==> src/rtl/linear_interp_resampler_core_assert.svh <==
// assertion macros for the linear interpolation resampler
// used by rtl modules that check their own control logic
`ifndef LINEAR_INTERP_RESAMPLER_CORE_ASSERT_SVH
`define LINEAR_INTERP_RESAMPLER_CORE_ASSERT_SVH

`ifndef SYNTHESIS
// same-cycle implication
`define LIR_ASSERT_IMP(lbl, clk, rst_n, ante, cons) \
  lbl: assert property (@(posedge clk) disable iff (!rst_n) (ante) |-> (cons)) \
    else $error("lir assertion failed");
// next-cycle implication
`define LIR_ASSERT_NXT(lbl, clk, rst_n, ante, cons) \
  lbl: assert property (@(posedge clk) disable iff (!rst_n) (ante) |=> (cons)) \
    else $error("lir assertion failed");
`else
`define LIR_ASSERT_IMP(lbl, clk, rst_n, ante, cons)
`define LIR_ASSERT_NXT(lbl, clk, rst_n, ante, cons)
`endif

`endif

==> src/rtl/lir_pkg.sv <==
// shared types for the linear interpolation resampler
// no dependencies
package lir_pkg;

  typedef struct packed {
    logic valid;
    logic last;
    logic stereo;
  } lir_ctrl_t;

endpackage

==> src/rtl/lir_lane.sv <==
// one channel lane: difference times fraction, registered
// no package dependencies
module lir_lane #(
  parameter int SAMPLE_BITS = 16,
  parameter int FRAC_BITS   = 16
) (
  input  logic                                  clk,
  input  logic                                  en,
  input  logic signed [SAMPLE_BITS-1:0]         s0,
  input  logic signed [SAMPLE_BITS-1:0]         s1,
  input  logic        [FRAC_BITS-1:0]           frac,
  output logic signed [SAMPLE_BITS-1:0]         base_r,
  output logic signed [SAMPLE_BITS+FRAC_BITS+1:0] prod_r
);

  logic signed [SAMPLE_BITS:0]             diff;
  logic signed [FRAC_BITS:0]               frac_s;
  logic signed [SAMPLE_BITS+FRAC_BITS+1:0] prod_nxt;

  assign diff     = {s1[SAMPLE_BITS-1], s1} - {s0[SAMPLE_BITS-1], s0};
  assign frac_s   = {1'b0, frac};
  assign prod_nxt = diff * frac_s;

  always_ff @(posedge clk) begin
    if (en) begin
      base_r <= s0;
      prod_r <= prod_nxt;
    end
  end

endmodule

==> src/rtl/lir_merge.sv <==
// merge stage: adds lane products to base samples, output register
// depends on lir_pkg
module lir_merge #(
  parameter int SAMPLE_BITS = 16,
  parameter int FRAC_BITS   = 16
) (
  input  logic                                    clk,
  input  logic                                    rst_n,
  input  lir_pkg::lir_ctrl_t                      iss_ctrl,
  input  logic signed [SAMPLE_BITS-1:0]           base_l,
  input  logic signed [SAMPLE_BITS+FRAC_BITS+1:0] prod_l,
  input  logic signed [SAMPLE_BITS-1:0]           base_rt,
  input  logic signed [SAMPLE_BITS+FRAC_BITS+1:0] prod_rt,
  output logic                                    en,
  output logic                                    out_valid,
  input  logic                                    out_ready,
  output logic        [SAMPLE_BITS-1:0]           out_left,
  output logic        [SAMPLE_BITS-1:0]           out_right,
  output logic                                    out_last
);
  import lir_pkg::*;

  localparam int PW = SAMPLE_BITS + FRAC_BITS + 2;

  lir_ctrl_t              ctrl1_r;
  logic                   out_valid_r;
  logic [SAMPLE_BITS-1:0] out_left_r;
  logic [SAMPLE_BITS-1:0] out_right_r;
  logic                   out_last_r;
  logic [SAMPLE_BITS+1:0] sum_l;
  logic [SAMPLE_BITS+1:0] sum_rt;

  assign en = !out_valid_r || out_ready;

  assign sum_l  = {{2{base_l[SAMPLE_BITS-1]}}, base_l} + prod_l[PW-1:FRAC_BITS];
  assign sum_rt = {{2{base_rt[SAMPLE_BITS-1]}}, base_rt} + prod_rt[PW-1:FRAC_BITS];

  always_ff @(posedge clk) begin
    if (!rst_n) begin
      ctrl1_r     <= '0;
      out_valid_r <= 1'b0;
    end else if (en) begin
      ctrl1_r     <= iss_ctrl;
      out_valid_r <= ctrl1_r.valid;
    end
  end

  always_ff @(posedge clk) begin
    if (en) begin
      out_left_r  <= sum_l[SAMPLE_BITS-1:0];
      out_right_r <= ctrl1_r.stereo ? sum_rt[SAMPLE_BITS-1:0] : '0;
      out_last_r  <= ctrl1_r.last;
    end
  end

  assign out_valid = out_valid_r;
  assign out_left  = out_left_r;
  assign out_right = out_right_r;
  assign out_last  = out_last_r;

endmodule

==> src/rtl/lir_seq.sv <==
// sequencer: holds the previous frame and phase, issues one output position a cycle while en is high
// depends on lir_pkg and the assertion macro header
`include "linear_interp_resampler_core_assert.svh"

module lir_seq #(
  parameter int SAMPLE_BITS  = 16,
  parameter int FRAC_BITS    = 16,
  parameter int MAX_UPSAMPLE = 8,
  parameter int STEP_W       = FRAC_BITS + $clog2(MAX_UPSAMPLE + 1)
) (
  input  logic                          clk,
  input  logic                          rst_n,
  input  logic                          en,
  input  logic [STEP_W-1:0]             step_cfg,
  input  logic                          stereo_cfg,
  input  logic                          in_valid,
  output logic                          in_ready,
  input  logic signed [SAMPLE_BITS-1:0] in_left,
  input  logic signed [SAMPLE_BITS-1:0] in_right,
  input  logic                          in_last,
  output logic signed [SAMPLE_BITS-1:0] iss_s0_l,
  output logic signed [SAMPLE_BITS-1:0] iss_s1_l,
  output logic signed [SAMPLE_BITS-1:0] iss_s0_r,
  output logic signed [SAMPLE_BITS-1:0] iss_s1_r,
  output logic [FRAC_BITS-1:0]          iss_frac,
  output lir_pkg::lir_ctrl_t            iss_ctrl
);
  import lir_pkg::*;

  localparam int ONE_I      = 1 << FRAC_BITS;
  localparam int STEP_MIN_I = (ONE_I + MAX_UPSAMPLE - 1) / MAX_UPSAMPLE;
  localparam int STEP_MAX_I = ONE_I * MAX_UPSAMPLE;
  localparam logic [STEP_W-1:0] ONE_POS  = STEP_W'(ONE_I);
  localparam logic [STEP_W-1:0] STEP_MIN = STEP_W'(STEP_MIN_I);
  localparam logic [STEP_W-1:0] STEP_MAX = STEP_W'(STEP_MAX_I);

  typedef enum logic [1:0] {
    S_IDLE,
    S_INTERP,
    S_TAIL
  } state_t;

  state_t                  state_r, state_nxt;
  logic [SAMPLE_BITS-1:0]  held_l_r, held_l_nxt;
  logic [SAMPLE_BITS-1:0]  held_r_r, held_r_nxt;
  logic [SAMPLE_BITS-1:0]  cur_l_r, cur_l_nxt;
  logic [SAMPLE_BITS-1:0]  cur_r_r, cur_r_nxt;
  logic [STEP_W-1:0]       phase_r, phase_nxt;
  logic                    have_held_r, have_held_nxt;
  logic [STEP_W-1:0]       step_r, step_nxt;
  logic                    stereo_r, stereo_nxt;
  logic                    last_r, last_nxt;

  logic                    iss_valid;
  logic                    iss_last;
  logic                    ph_lt_one;
  logic [STEP_W-1:0]       ph_sum;
  logic                    sum_lt_one;
  logic [STEP_W-1:0]       sum_wrap;
  logic                    wrap_lt_one;
  logic [SAMPLE_BITS-1:0]  in_r_eff;
  logic [STEP_W-1:0]       step_clamp;

  assign in_ready    = (state_r == S_IDLE);
  assign ph_lt_one   = phase_r < ONE_POS;
  assign ph_sum      = phase_r + step_r;
  assign sum_lt_one  = ph_sum < ONE_POS;
  assign sum_wrap    = ph_sum - ONE_POS;
  assign wrap_lt_one = sum_wrap < ONE_POS;
  assign in_r_eff    = stereo_cfg ? in_right : '0;

  always_comb begin
    priority if (step_cfg < STEP_MIN) begin
      step_clamp = STEP_MIN;
    end else if (step_cfg > STEP_MAX) begin
      step_clamp = STEP_MAX;
    end else begin
      step_clamp = step_cfg;
    end
  end

  always_comb begin
    state_nxt     = state_r;
    held_l_nxt    = held_l_r;
    held_r_nxt    = held_r_r;
    cur_l_nxt     = cur_l_r;
    cur_r_nxt     = cur_r_r;
    phase_nxt     = phase_r;
    have_held_nxt = have_held_r;
    step_nxt      = step_r;
    stereo_nxt    = stereo_r;
    last_nxt      = last_r;
    iss_valid     = 1'b0;
    iss_last      = 1'b0;
    unique case (state_r)
      S_IDLE: begin
        if (in_valid) begin
          step_nxt   = step_clamp;
          stereo_nxt = stereo_cfg;
          last_nxt   = in_last;
          cur_l_nxt  = in_left;
          cur_r_nxt  = in_r_eff;
          if (have_held_r) begin
            state_nxt = S_INTERP;
          end else begin
            phase_nxt     = '0;
            have_held_nxt = 1'b1;
            held_l_nxt    = in_left;
            held_r_nxt    = in_r_eff;
            if (in_last) begin
              state_nxt = S_TAIL;
            end
          end
        end
      end
      S_INTERP: begin
        if (ph_lt_one) begin
          if (en) begin
            iss_valid = 1'b1;
            if (sum_lt_one) begin
              phase_nxt = ph_sum;
            end else begin
              iss_last   = !(last_r && wrap_lt_one);
              phase_nxt  = sum_wrap;
              held_l_nxt = cur_l_r;
              held_r_nxt = cur_r_r;
              state_nxt  = last_r ? S_TAIL : S_IDLE;
            end
          end
        end else begin
          phase_nxt  = phase_r - ONE_POS;
          held_l_nxt = cur_l_r;
          held_r_nxt = cur_r_r;
          state_nxt  = last_r ? S_TAIL : S_IDLE;
        end
      end
      S_TAIL: begin
        if (ph_lt_one) begin
          if (en) begin
            iss_valid = 1'b1;
            phase_nxt = ph_sum;
            if (!sum_lt_one) begin
              iss_last      = 1'b1;
              held_l_nxt    = '0;
              held_r_nxt    = '0;
              phase_nxt     = '0;
              have_held_nxt = 1'b0;
              state_nxt     = S_IDLE;
            end
          end
        end else begin
          held_l_nxt    = '0;
          held_r_nxt    = '0;
          phase_nxt     = '0;
          have_held_nxt = 1'b0;
          state_nxt     = S_IDLE;
        end
      end
      default: begin
        state_nxt = S_IDLE;
      end
    endcase
  end

  always_ff @(posedge clk) begin
    if (!rst_n) begin
      state_r     <= S_IDLE;
      held_l_r    <= '0;
      held_r_r    <= '0;
      phase_r     <= '0;
      have_held_r <= 1'b0;
    end else begin
      state_r     <= state_nxt;
      held_l_r    <= held_l_nxt;
      held_r_r    <= held_r_nxt;
      phase_r     <= phase_nxt;
      have_held_r <= have_held_nxt;
    end
    cur_l_r  <= cur_l_nxt;
    cur_r_r  <= cur_r_nxt;
    step_r   <= step_nxt;
    stereo_r <= stereo_nxt;
    last_r   <= last_nxt;
  end

  assign iss_s0_l = held_l_r;
  assign iss_s1_l = cur_l_r;
  assign iss_s0_r = held_r_r;
  assign iss_s1_r = cur_r_r;
  assign iss_frac = phase_r[FRAC_BITS-1:0];
  assign iss_ctrl = '{valid: iss_valid, last: iss_last, stereo: stereo_r};

  `LIR_ASSERT_IMP(a_tail_flat, clk, rst_n, state_r == S_TAIL, (cur_l_r == held_l_r) && (cur_r_r == held_r_r))
  `LIR_ASSERT_IMP(a_step_range, clk, rst_n, state_r != S_IDLE, (step_r >= STEP_MIN) && (step_r <= STEP_MAX))
  `LIR_ASSERT_NXT(a_tail_done, clk, rst_n, iss_valid && iss_last && (state_r == S_TAIL), state_r == S_IDLE)
  `LIR_ASSERT_IMP(a_fresh_phase, clk, rst_n, (state_r == S_IDLE) && !have_held_r, phase_r == '0)

endmodule

==> src/rtl/linear_interp_resampler_core.sv <==
// Linear interpolation resampler for mono or stereo Q1.15 audio frames.
// Input frames arrive on in_t*, with in_tdata = {right, left} and in_tlast marking
// the final frame of a stream. Resampled frames leave on out_t*, out_tlast marking
// the last result caused by one input frame. cfg_* writes step_ratio (index 0,
// unsigned Q4.16 source over target rate) and channel_count (index 1); cfg_ready
// is always high and writes belong between streams.
// One frame is taken at a time and the sequencer issues one output position per cycle
// while the output is not stalled. A held frame is accepted in the idle state and its
// results are issued in the interpolate state; a last frame then issues its tail
// results in the tail state. The first frame of a stream only becomes the held frame,
// and goes on to its tail results when it is also last.
// out_tvalid follows an issued position through the lane multiply register and the
// merge output register. A held frame that gives no result issues nothing.
// Reset clears the held frame and phase, sets step to 1.0 and stereo.
// When out_tvalid is high and out_tready is low the lane and output stages freeze
// and no position is issued; in_tready stays high while the sequencer is idle.
// depends on lir_pkg, lir_seq, lir_lane, lir_merge
module linear_interp_resampler_core #(
  parameter int SAMPLE_BITS  = 16,
  parameter int FRAC_BITS    = 16,
  parameter int MAX_UPSAMPLE = 8,
  localparam int STEP_W      = FRAC_BITS + $clog2(MAX_UPSAMPLE + 1),
  localparam int TDATA_W     = ((2 * SAMPLE_BITS + 7) / 8) * 8
) (
  input  logic               clk,
  input  logic               rst_n,
  input  logic               in_tvalid,
  output logic               in_tready,
  input  logic [TDATA_W-1:0] in_tdata,   // sample_left, sample_right
  input  logic               in_tlast,   // last_frame
  output logic               out_tvalid,
  input  logic               out_tready,
  output logic [TDATA_W-1:0] out_tdata,  // out_left, out_right
  output logic               out_tlast,  // run_last
  input  logic               cfg_valid,
  output logic               cfg_ready,
  input  logic [1:0]         cfg_index,
  input  logic [STEP_W-1:0]  cfg_data
);
  import lir_pkg::*;

  localparam logic [1:0]        CFG_STEP_RATIO    = 2'd0;
  localparam logic [1:0]        CFG_CHANNEL_COUNT = 2'd1;
  localparam logic [STEP_W-1:0] STEP_RESET        = STEP_W'(1 << FRAC_BITS);
  localparam int                PW                = SAMPLE_BITS + FRAC_BITS + 2;

  logic [STEP_W-1:0] step_cfg_r;
  logic [1:0]        chan_cfg_r;

  logic                          en;
  logic signed [SAMPLE_BITS-1:0] s0_l, s1_l, s0_r, s1_r;
  logic [FRAC_BITS-1:0]          frac;
  lir_ctrl_t                     iss_ctrl;
  logic signed [SAMPLE_BITS-1:0] base_l, base_rt;
  logic signed [PW-1:0]          prod_l, prod_rt;
  logic [SAMPLE_BITS-1:0]        res_l, res_r;

  assign cfg_ready = 1'b1;

  always_ff @(posedge clk) begin
    if (!rst_n) begin
      step_cfg_r <= STEP_RESET;
      chan_cfg_r <= 2'd2;
    end else if (cfg_valid) begin
      unique case (cfg_index)
        CFG_STEP_RATIO:    step_cfg_r <= cfg_data;
        CFG_CHANNEL_COUNT: chan_cfg_r <= cfg_data[1:0];
        default: ;
      endcase
    end
  end

  lir_seq #(
    .SAMPLE_BITS (SAMPLE_BITS),
    .FRAC_BITS   (FRAC_BITS),
    .MAX_UPSAMPLE(MAX_UPSAMPLE),
    .STEP_W      (STEP_W)
  ) u_seq (
    .clk       (clk),
    .rst_n     (rst_n),
    .en        (en),
    .step_cfg  (step_cfg_r),
    .stereo_cfg(chan_cfg_r[1]),
    .in_valid  (in_tvalid),
    .in_ready  (in_tready),
    .in_left   (in_tdata[SAMPLE_BITS-1:0]),
    .in_right  (in_tdata[2*SAMPLE_BITS-1:SAMPLE_BITS]),
    .in_last   (in_tlast),
    .iss_s0_l  (s0_l),
    .iss_s1_l  (s1_l),
    .iss_s0_r  (s0_r),
    .iss_s1_r  (s1_r),
    .iss_frac  (frac),
    .iss_ctrl  (iss_ctrl)
  );

  lir_lane #(
    .SAMPLE_BITS(SAMPLE_BITS),
    .FRAC_BITS  (FRAC_BITS)
  ) u_lane_l (
    .clk   (clk),
    .en    (en),
    .s0    (s0_l),
    .s1    (s1_l),
    .frac  (frac),
    .base_r(base_l),
    .prod_r(prod_l)
  );

  lir_lane #(
    .SAMPLE_BITS(SAMPLE_BITS),
    .FRAC_BITS  (FRAC_BITS)
  ) u_lane_r (
    .clk   (clk),
    .en    (en),
    .s0    (s0_r),
    .s1    (s1_r),
    .frac  (frac),
    .base_r(base_rt),
    .prod_r(prod_rt)
  );

  lir_merge #(
    .SAMPLE_BITS(SAMPLE_BITS),
    .FRAC_BITS  (FRAC_BITS)
  ) u_merge (
    .clk      (clk),
    .rst_n    (rst_n),
    .iss_ctrl (iss_ctrl),
    .base_l   (base_l),
    .prod_l   (prod_l),
    .base_rt  (base_rt),
    .prod_rt  (prod_rt),
    .en       (en),
    .out_valid(out_tvalid),
    .out_ready(out_tready),
    .out_left (res_l),
    .out_right(res_r),
    .out_last (out_tlast)
  );

  assign out_tdata = TDATA_W'({res_r, res_l});

endmodule
==> config.mk <==
export PLATFORM = sky130hd
export DESIGN_NAME = linear_interp_resampler_core
export DESIGN_NICKNAME = d
export VERILOG_FILES = /design/src/rtl/lir_pkg.sv /design/src/rtl/lir_lane.sv /design/src/rtl/lir_merge.sv /design/src/rtl/lir_seq.sv /design/src/rtl/linear_interp_resampler_core.sv
export VERILOG_INCLUDE_DIRS = /design/src /design/src/rtl
export SDC_FILE = /design/constraint.sdc
export NUM_CORES = 2
export LEC_CHECK = 0
export BUFFER_PORTS_ARGS = -buffer_cell sky130_fd_sc_hd__buf_4
export CORE_MARGIN = 5
export CORE_UTILIZATION = 40
export DETAILED_ROUTE_END_ITERATION = 10
export REMOVE_ABC_BUFFERS = 1
export SKIP_CTS_REPAIR_TIMING = 1
export SLEW_MARGIN = 5
export SYNTH_ARGS = -nofsm -noshare
export SYNTH_HDL_FRONTEND = slang
export SYNTH_HIERARCHICAL = 1
export SYNTH_SLANG_ARGS = --single-unit
==> constraint.sdc <==
create_clock -name clk -period 13 [get_ports clk]
set_clock_uncertainty 0.05 [all_clocks]
set_input_delay 1.3 -clock clk [delete_from_list [all_inputs] [get_ports clk]]
set_output_delay 1.3 -clock clk [all_outputs]
set_load 0.01 [all_outputs]
==> Yosys cells after proc, flatten, opt, wreduce, memory -nomap -nowiden <==
Index checks and enable logic that the tools add are counted.
{ "word_totals": {"register_bits": 264, "elab_cells": 114} }
{ "classes": {"addsub": 7, "multipliers": 2, "n_lt_le_gt_ge": 5, "n_eq_ne": 10, "muxes": 49, "n_reduce_logical": 17} }
{ "op_table": {"columns": ["op", "count"], "rows": [
  ["2-to-1 mux 16 bit", 14],
  ["2-to-1 mux 20 bit", 9],
  ["case mux 16 bit (3 select lines)", 2],
  ["multiplier 17 x 17 -> 32 bit", 2],
  ["less-than comparator 20 x 17 -> 1 bit (second input constant)", 3],
  ["case mux 20 bit (3 select lines)", 1],
  ["subtractor 20 x 17 -> 20 bit (second input constant)", 2],
  ["subtractor 16 x 16 -> 17 bit", 2],
  ["adder 16 bit", 2],
  ["adder 20 bit", 1],
  ["> comparator 20 bit (second input constant)", 1],
  ["less-than comparator 20 x 14 -> 1 bit (second input constant)", 1],
  ["2-to-1 mux 2 bit", 10],
  ["!= test 3 bit (second input constant)", 4],
  ["2-to-1 mux 1 bit", 10],
  ["AND reduction 7 bit", 1],
  ["case mux 2 bit (3 select lines)", 1],
  ["AND reduction 2 bit", 3],
  ["AND reduction 6 bit", 1],
  ["AND reduction 5 bit", 1],
  ["== test 2 x 1 -> 1 bit (second input constant)", 2],
  ["logical NOT 2 bit", 2],
  ["!= test 2 bit (second input constant)", 2],
  ["case mux 1 bit (2 select lines)", 2],
  ["other kinds (9)", 11]
]} }

==> Logic depth before layout (Yosys ltp) <==
{ "logic_depth": {"ltp_word": 8, "ltp_mapped": 33, "mapped_depth_nobuf": 32} }

==> By module <==
Netlist, hierarchy kept.
{ "modules_own_cells": {"columns": ["module", "n_inst", "cells_per_inst", "area_each_um2"], "rows": [
  ["lir_lane at u_lane_r", 1, 1414, 13286.5],
  ["lir_lane at u_lane_l", 1, 1392, 13205.2],
  ["lir_seq", 1, 677, 6142.1],
  ["lir_merge", 1, 243, 2618.8],
  ["linear_interp_resampler_core", 1, 94, 873.3]
]} }

==> Worst setup path before layout <==
No wires, ideal clock.
{ "synth_timing": {"kind": "register to register", "startpoint": "register u_seq.cur_r_r[0] (netlist: u_seq/iss_s1_r[0])", "endpoint": "register, netlist name u_lane_r/prod_r[33]", "setup_time_ps": 268, "arrival_ps": 7649, "setup_slack_ps": 5034, "path_stages_with_launch": 30, "period_less_slack_ps": 7966, "cell_sequence": "edfxtp_1 > inv_1 > ha_1 > fa_1 > nand2b_1 > a21boi_0 > o21ai_0 > a21oi_1 > o2111a_1 > or4_1 > clkbuf_1 > clkbuf_1 > nand3_1 > fa_1 > fa_1 > fa_1 > inv_1 > fa_1 > fa_1 > inv_1 > fa_1 > inv_1 > ha_1 > and3_1 > or3b_2 > a211o_1 > a21boi_0 > a311oi_1 > a21oi_1 > o211ai_1"} }
{ "synth_rtl": {"columns": ["element", "line", "source"], "rows": [
  ["from (decl)", "lir_seq.sv:47", "logic [SAMPLE_BITS-1:0] cur_r_r, cur_r_nxt;"],
  ["from (signal assigned)", "lir_seq.sv:180", "cur_r_r <= cur_r_nxt;"]
]} }

==> Worst setup path after layout <==
{ "layout_timing": {"startpoint": "register u_seq.cur_r_r[0] (netlist: u_seq/iss_s1_r[0])", "endpoint": "register u_lane_r.prod_r[29] (data pin)"} }
{ "layout_between": {"elab_chain_cells": 2} }
{ "layout_lines": {"columns": ["element", "line", "source"], "rows": [
  ["subtractor 16 x 16 -> 17 bit", "lir_lane.sv:20", "assign diff = {s1[SAMPLE_BITS-1], s1} - {s0[SAMPLE_BITS-1], s0};"],
  ["multiplier 17 x 17 -> 32 bit", "lir_lane.sv:22", "assign prod_nxt = diff * frac_s;"],
  ["via u_lane_r.prod_nxt[29]", "lir_lane.sv:18", "logic signed [SAMPLE_BITS+FRAC_BITS+1:0] prod_nxt;"],
  ["to (signal assigned)", "lir_lane.sv:27", "prod_r <= prod_nxt;"],
  ["to (decl)", "lir_lane.sv:13", "output logic signed [SAMPLE_BITS+FRAC_BITS+1:0] prod_r"]
]} }
The timed path passes the listed nets, and every way through them passes these cells.
A chain may end at the register's enable or synchronous reset.

==> reports/results.txt <==
The post-placement cell area was 35800 um2; the vias per cell was 5.02. The logs give 5 for the number of search-and-repair iterations in the first detailed-routing pass and 580 ps for the clock latency reported for the late side of the worst-skew pair. The initial cell density of the core came out at 40.1%. In the synthesized netlist, the number of instances is 3648. The clock passes through at most 3 buffers. After clock tree synthesis, the clock-pin slew on the worst setup and hold paths is 60 ps.

The vertical die dimension was 302 um; the non-filler instance count after layout was 4811. The total number of vias is 24.2k, and the largest net degree at the start of global routing is 75. Once placement completed, the tool counted placed cells totaling 4761. The area added between synthesis and finish works out to 7.79%. The floorplan step defined a die boundary enclosing 91000 um2. For the number of top-level pins, the log shows 96.

At the worst endpoint, the required time is 13250 ps. The worst min-delay path class was flop to flop. For the wire length of the first global-routing pass, the log shows 135000 um.

The worst setup path is of the flop to flop kind. The die is 302 um wide. The peak ir drop on the vdd network is 0.169 mV. The logs give 81500 um for the total length of routed wires and 0 for the number of antenna-violating nets in the routed design. Dividing total power by cell area gives a power density of 119 nW/um2. Maximum level of the CTS H-tree: 1.

The tools report the hold path startpoint as u_merge/ctrl1_r[1]. The cell with the biggest individual delay on the critical path was sky130_fd_sc_hd__or4_1. The count of endpoints failing setup in the final report was 0; the placer congestion estimate was 0.851. The slack of the worst reg-to-reg path came out at 3850 ps. STA classifies the critical path endpoint as a flop. The tools report the setup TNS after final layout as 0 ps. Global routing used 18.2% of the available tracks.

Cell occurring most often along the worst timing path: sky130_fd_sc_hd__fa_1. Remaining max-slew budget at the tightest pin: 28.1%. The number of cells traversed by the worst register-to-register path works out to 27.

The tools report the worst path setup slack after routing as 3850 ps. The run gives 0.109 GHz as the maximum operating frequency. Along the worst hold path, the cell count comes to 0. The number of max-cap violations is 0. The initial antenna violation count was 1. The total number of yosys warnings was 6; the share of layout cells above drive strength 1 was 7.23%.

Number of slew-limit violations in the final report: 0. At the pin with the least slew margin, the transition time is 1070 ps. The final layout contains 4504 nets. The origin of the critical flop-to-flop path was u_seq/iss_s1_r[0].

The placement-stage worst setup slack was 4040 ps. The biggest fanout along the worst timing path came out at 16. In this run the static leakage power is 18.4 nW.

The synthesized area is 34000 um2, and the post-route clock period utilization is 70.4%. The path with the worst hold slack has its endpoint at u_merge/out_last. After the first detailed-routing iteration, the DRC count stood at 1258. The tools report the row count as 107. After routing the design area is 36700 um2. TritonCTS built the clock tree.

The sort of element at the start of the critical path is a flop. The via count of the first global-routing pass is 25.2k. Cell chosen for the clock root: sky130_fd_sc_hd__clkbuf_16. The total area inside the core boundary comes to 84700 um2. Summed over all layers, the global routing overflow is 0. STA puts the critical path data arrival time at 9400 ps. The flow ran to the end, and the final reports show no timing, DRC or antenna violations. Averaged over all synthesized cells, the footprint is 9.33 um2. In this run the tool buffered the top-level ports with 94 buffer cells.

In this design, the stage delay of the slowest critical-path cell is 540 ps. The worst register-to-register path ends at u_lane_r/prod_r[29]. In the final routed layout, each cell accounts on average for 16.9 um.

The routed design could run at a clock period as short as 9150 ps. Setup repair after global routing left no endpoint under its margin. The wire-length estimate of the detail-placed layout is 61100 um. The total clock buffers created by CTS is 27. The remaining design rule violation count was 0; the total number of clock tree sinks was 231. The final hold violation count was 0.
## flip-flops by register name, indices dropped and copies added (netlist names), 16 cells and up
name and count:
u_merge/out_left 16, u_seq/iss_s0_r 16, u_seq/phase_r 20, u_lane_l/prod_r 16, u_seq/iss_s1_r 16, u_seq/step_r 20
u_seq/iss_s1_l 16, step_cfg_r 20, u_lane_r/base_r 16, u_lane_r/prod_r 16, u_seq/iss_s0_l 16, u_merge/out_right 16
u_lane_l/base_r 16
## report_power, final
part	leakage, nW	internal (mW)	total (mW)	switching, mW
Sequential	2.34	1.05	1.16	0.111
Combinational	15.6	0.785	2.45	1.67
Clock	0.437	0.436	0.765	0.330
Total	18.4	2.27	4.37	2.11
## final cells by class
type | instances | area [um2]
fillers | 8366 | 48100
multi-input cells | 2487 | 24300
flip-flops and latches | 231 | 6140
inverters | 753 | 2830
well taps | 1144 | 1430
repair buffers | 146 | 1100
clock buffers | 35 | 767
clock inverters | 14 | 108
diodes | 1 | 2.50
## placed cells by master, fill, tap and decap left out, types with 7 or more instances in the layout
master                        n
sky130_fd_sc_hd__buf_4      146
sky130_fd_sc_hd__a31oi_1     10
sky130_fd_sc_hd__and3_1      47
sky130_fd_sc_hd__a211o_1      8
sky130_fd_sc_hd__a21oi_1     89
sky130_fd_sc_hd__fa_1       541
sky130_fd_sc_hd__nand3b_1    23
sky130_fd_sc_hd__mux2i_1     64
sky130_fd_sc_hd__xor2_1      29
sky130_fd_sc_hd__o21ai_0    113
sky130_fd_sc_hd__nor3_1      22
sky130_fd_sc_hd__nand2b_1    49
sky130_fd_sc_hd__xnor2_1     56
sky130_fd_sc_hd__a21o_1      40
sky130_fd_sc_hd__dfxtp_1     75
sky130_fd_sc_hd__and2_1     189
sky130_fd_sc_hd__nor2_1      74
sky130_fd_sc_hd__o211ai_1    18
sky130_fd_sc_hd__maj3_1      10
sky130_fd_sc_hd__nand2_1    434
sky130_fd_sc_hd__edfxtp_1   151
sky130_fd_sc_hd__nor2b_1     73
sky130_fd_sc_hd__ha_1       257
sky130_fd_sc_hd__o21a_1      41
sky130_fd_sc_hd__nand4_1     11
sky130_fd_sc_hd__inv_1      753
sky130_fd_sc_hd__o21bai_1    10
sky130_fd_sc_hd__a211oi_1    16
sky130_fd_sc_hd__clkbuf_16   28
sky130_fd_sc_hd__nand3_1     79
sky130_fd_sc_hd__a21boi_0     7
sky130_fd_sc_hd__and3b_1     15
sky130_fd_sc_hd__xnor2_2      7
## routing by layer
layer / vias to the layer above / GRT usage, % / part of all wire, %
li1: 11500 / - / -
met1: 12200 / 24.8 / 45
met2: 440 / 31.7 / 49
met3: 83 / 1.97 / 4.0
met4: 0 / 3.42 / 1.7
met5: - / 0 / 0
## stage by stage
step	total power, mW	util [%]	hold WS [ps]
after floorplan	2.57	-	358
after global placement	3.60	42.2	371
after CTS	4.41	43.3	386
final	4.37	43.3	383
after detailed placement	3.62	42.2	372
after global routing	4.68	43.3	406
## worst max-delay path: cells and delay by family (launching register included)
family	cells	cell delay [ps]
xor+xnor	1	90
fa+ha+maj	9	4030
simple gates	5	1630
flops	1	340
buf+inv	4	190
compound gates	8	2560
## worst max path at each step
stage | depth (start not counted) | from | to
floorplan | 27 | u_seq/iss_s1_r[0] | u_lane_r/prod_r[25]
global route | 27 | u_seq/iss_s1_r[0] | u_lane_r/prod_r[29]
finish | 27 | u_seq/iss_s1_r[0] | u_lane_r/prod_r[29]
CTS | 27 | u_seq/iss_s1_r[0] | u_lane_r/prod_r[29]
global placement | 27 | u_seq/iss_s1_r[0] | u_lane_r/prod_r[29]
detailed placement | 27 | u_seq/iss_s1_r[0] | u_lane_r/prod_r[29]
(Power assumes the default switching activity.)
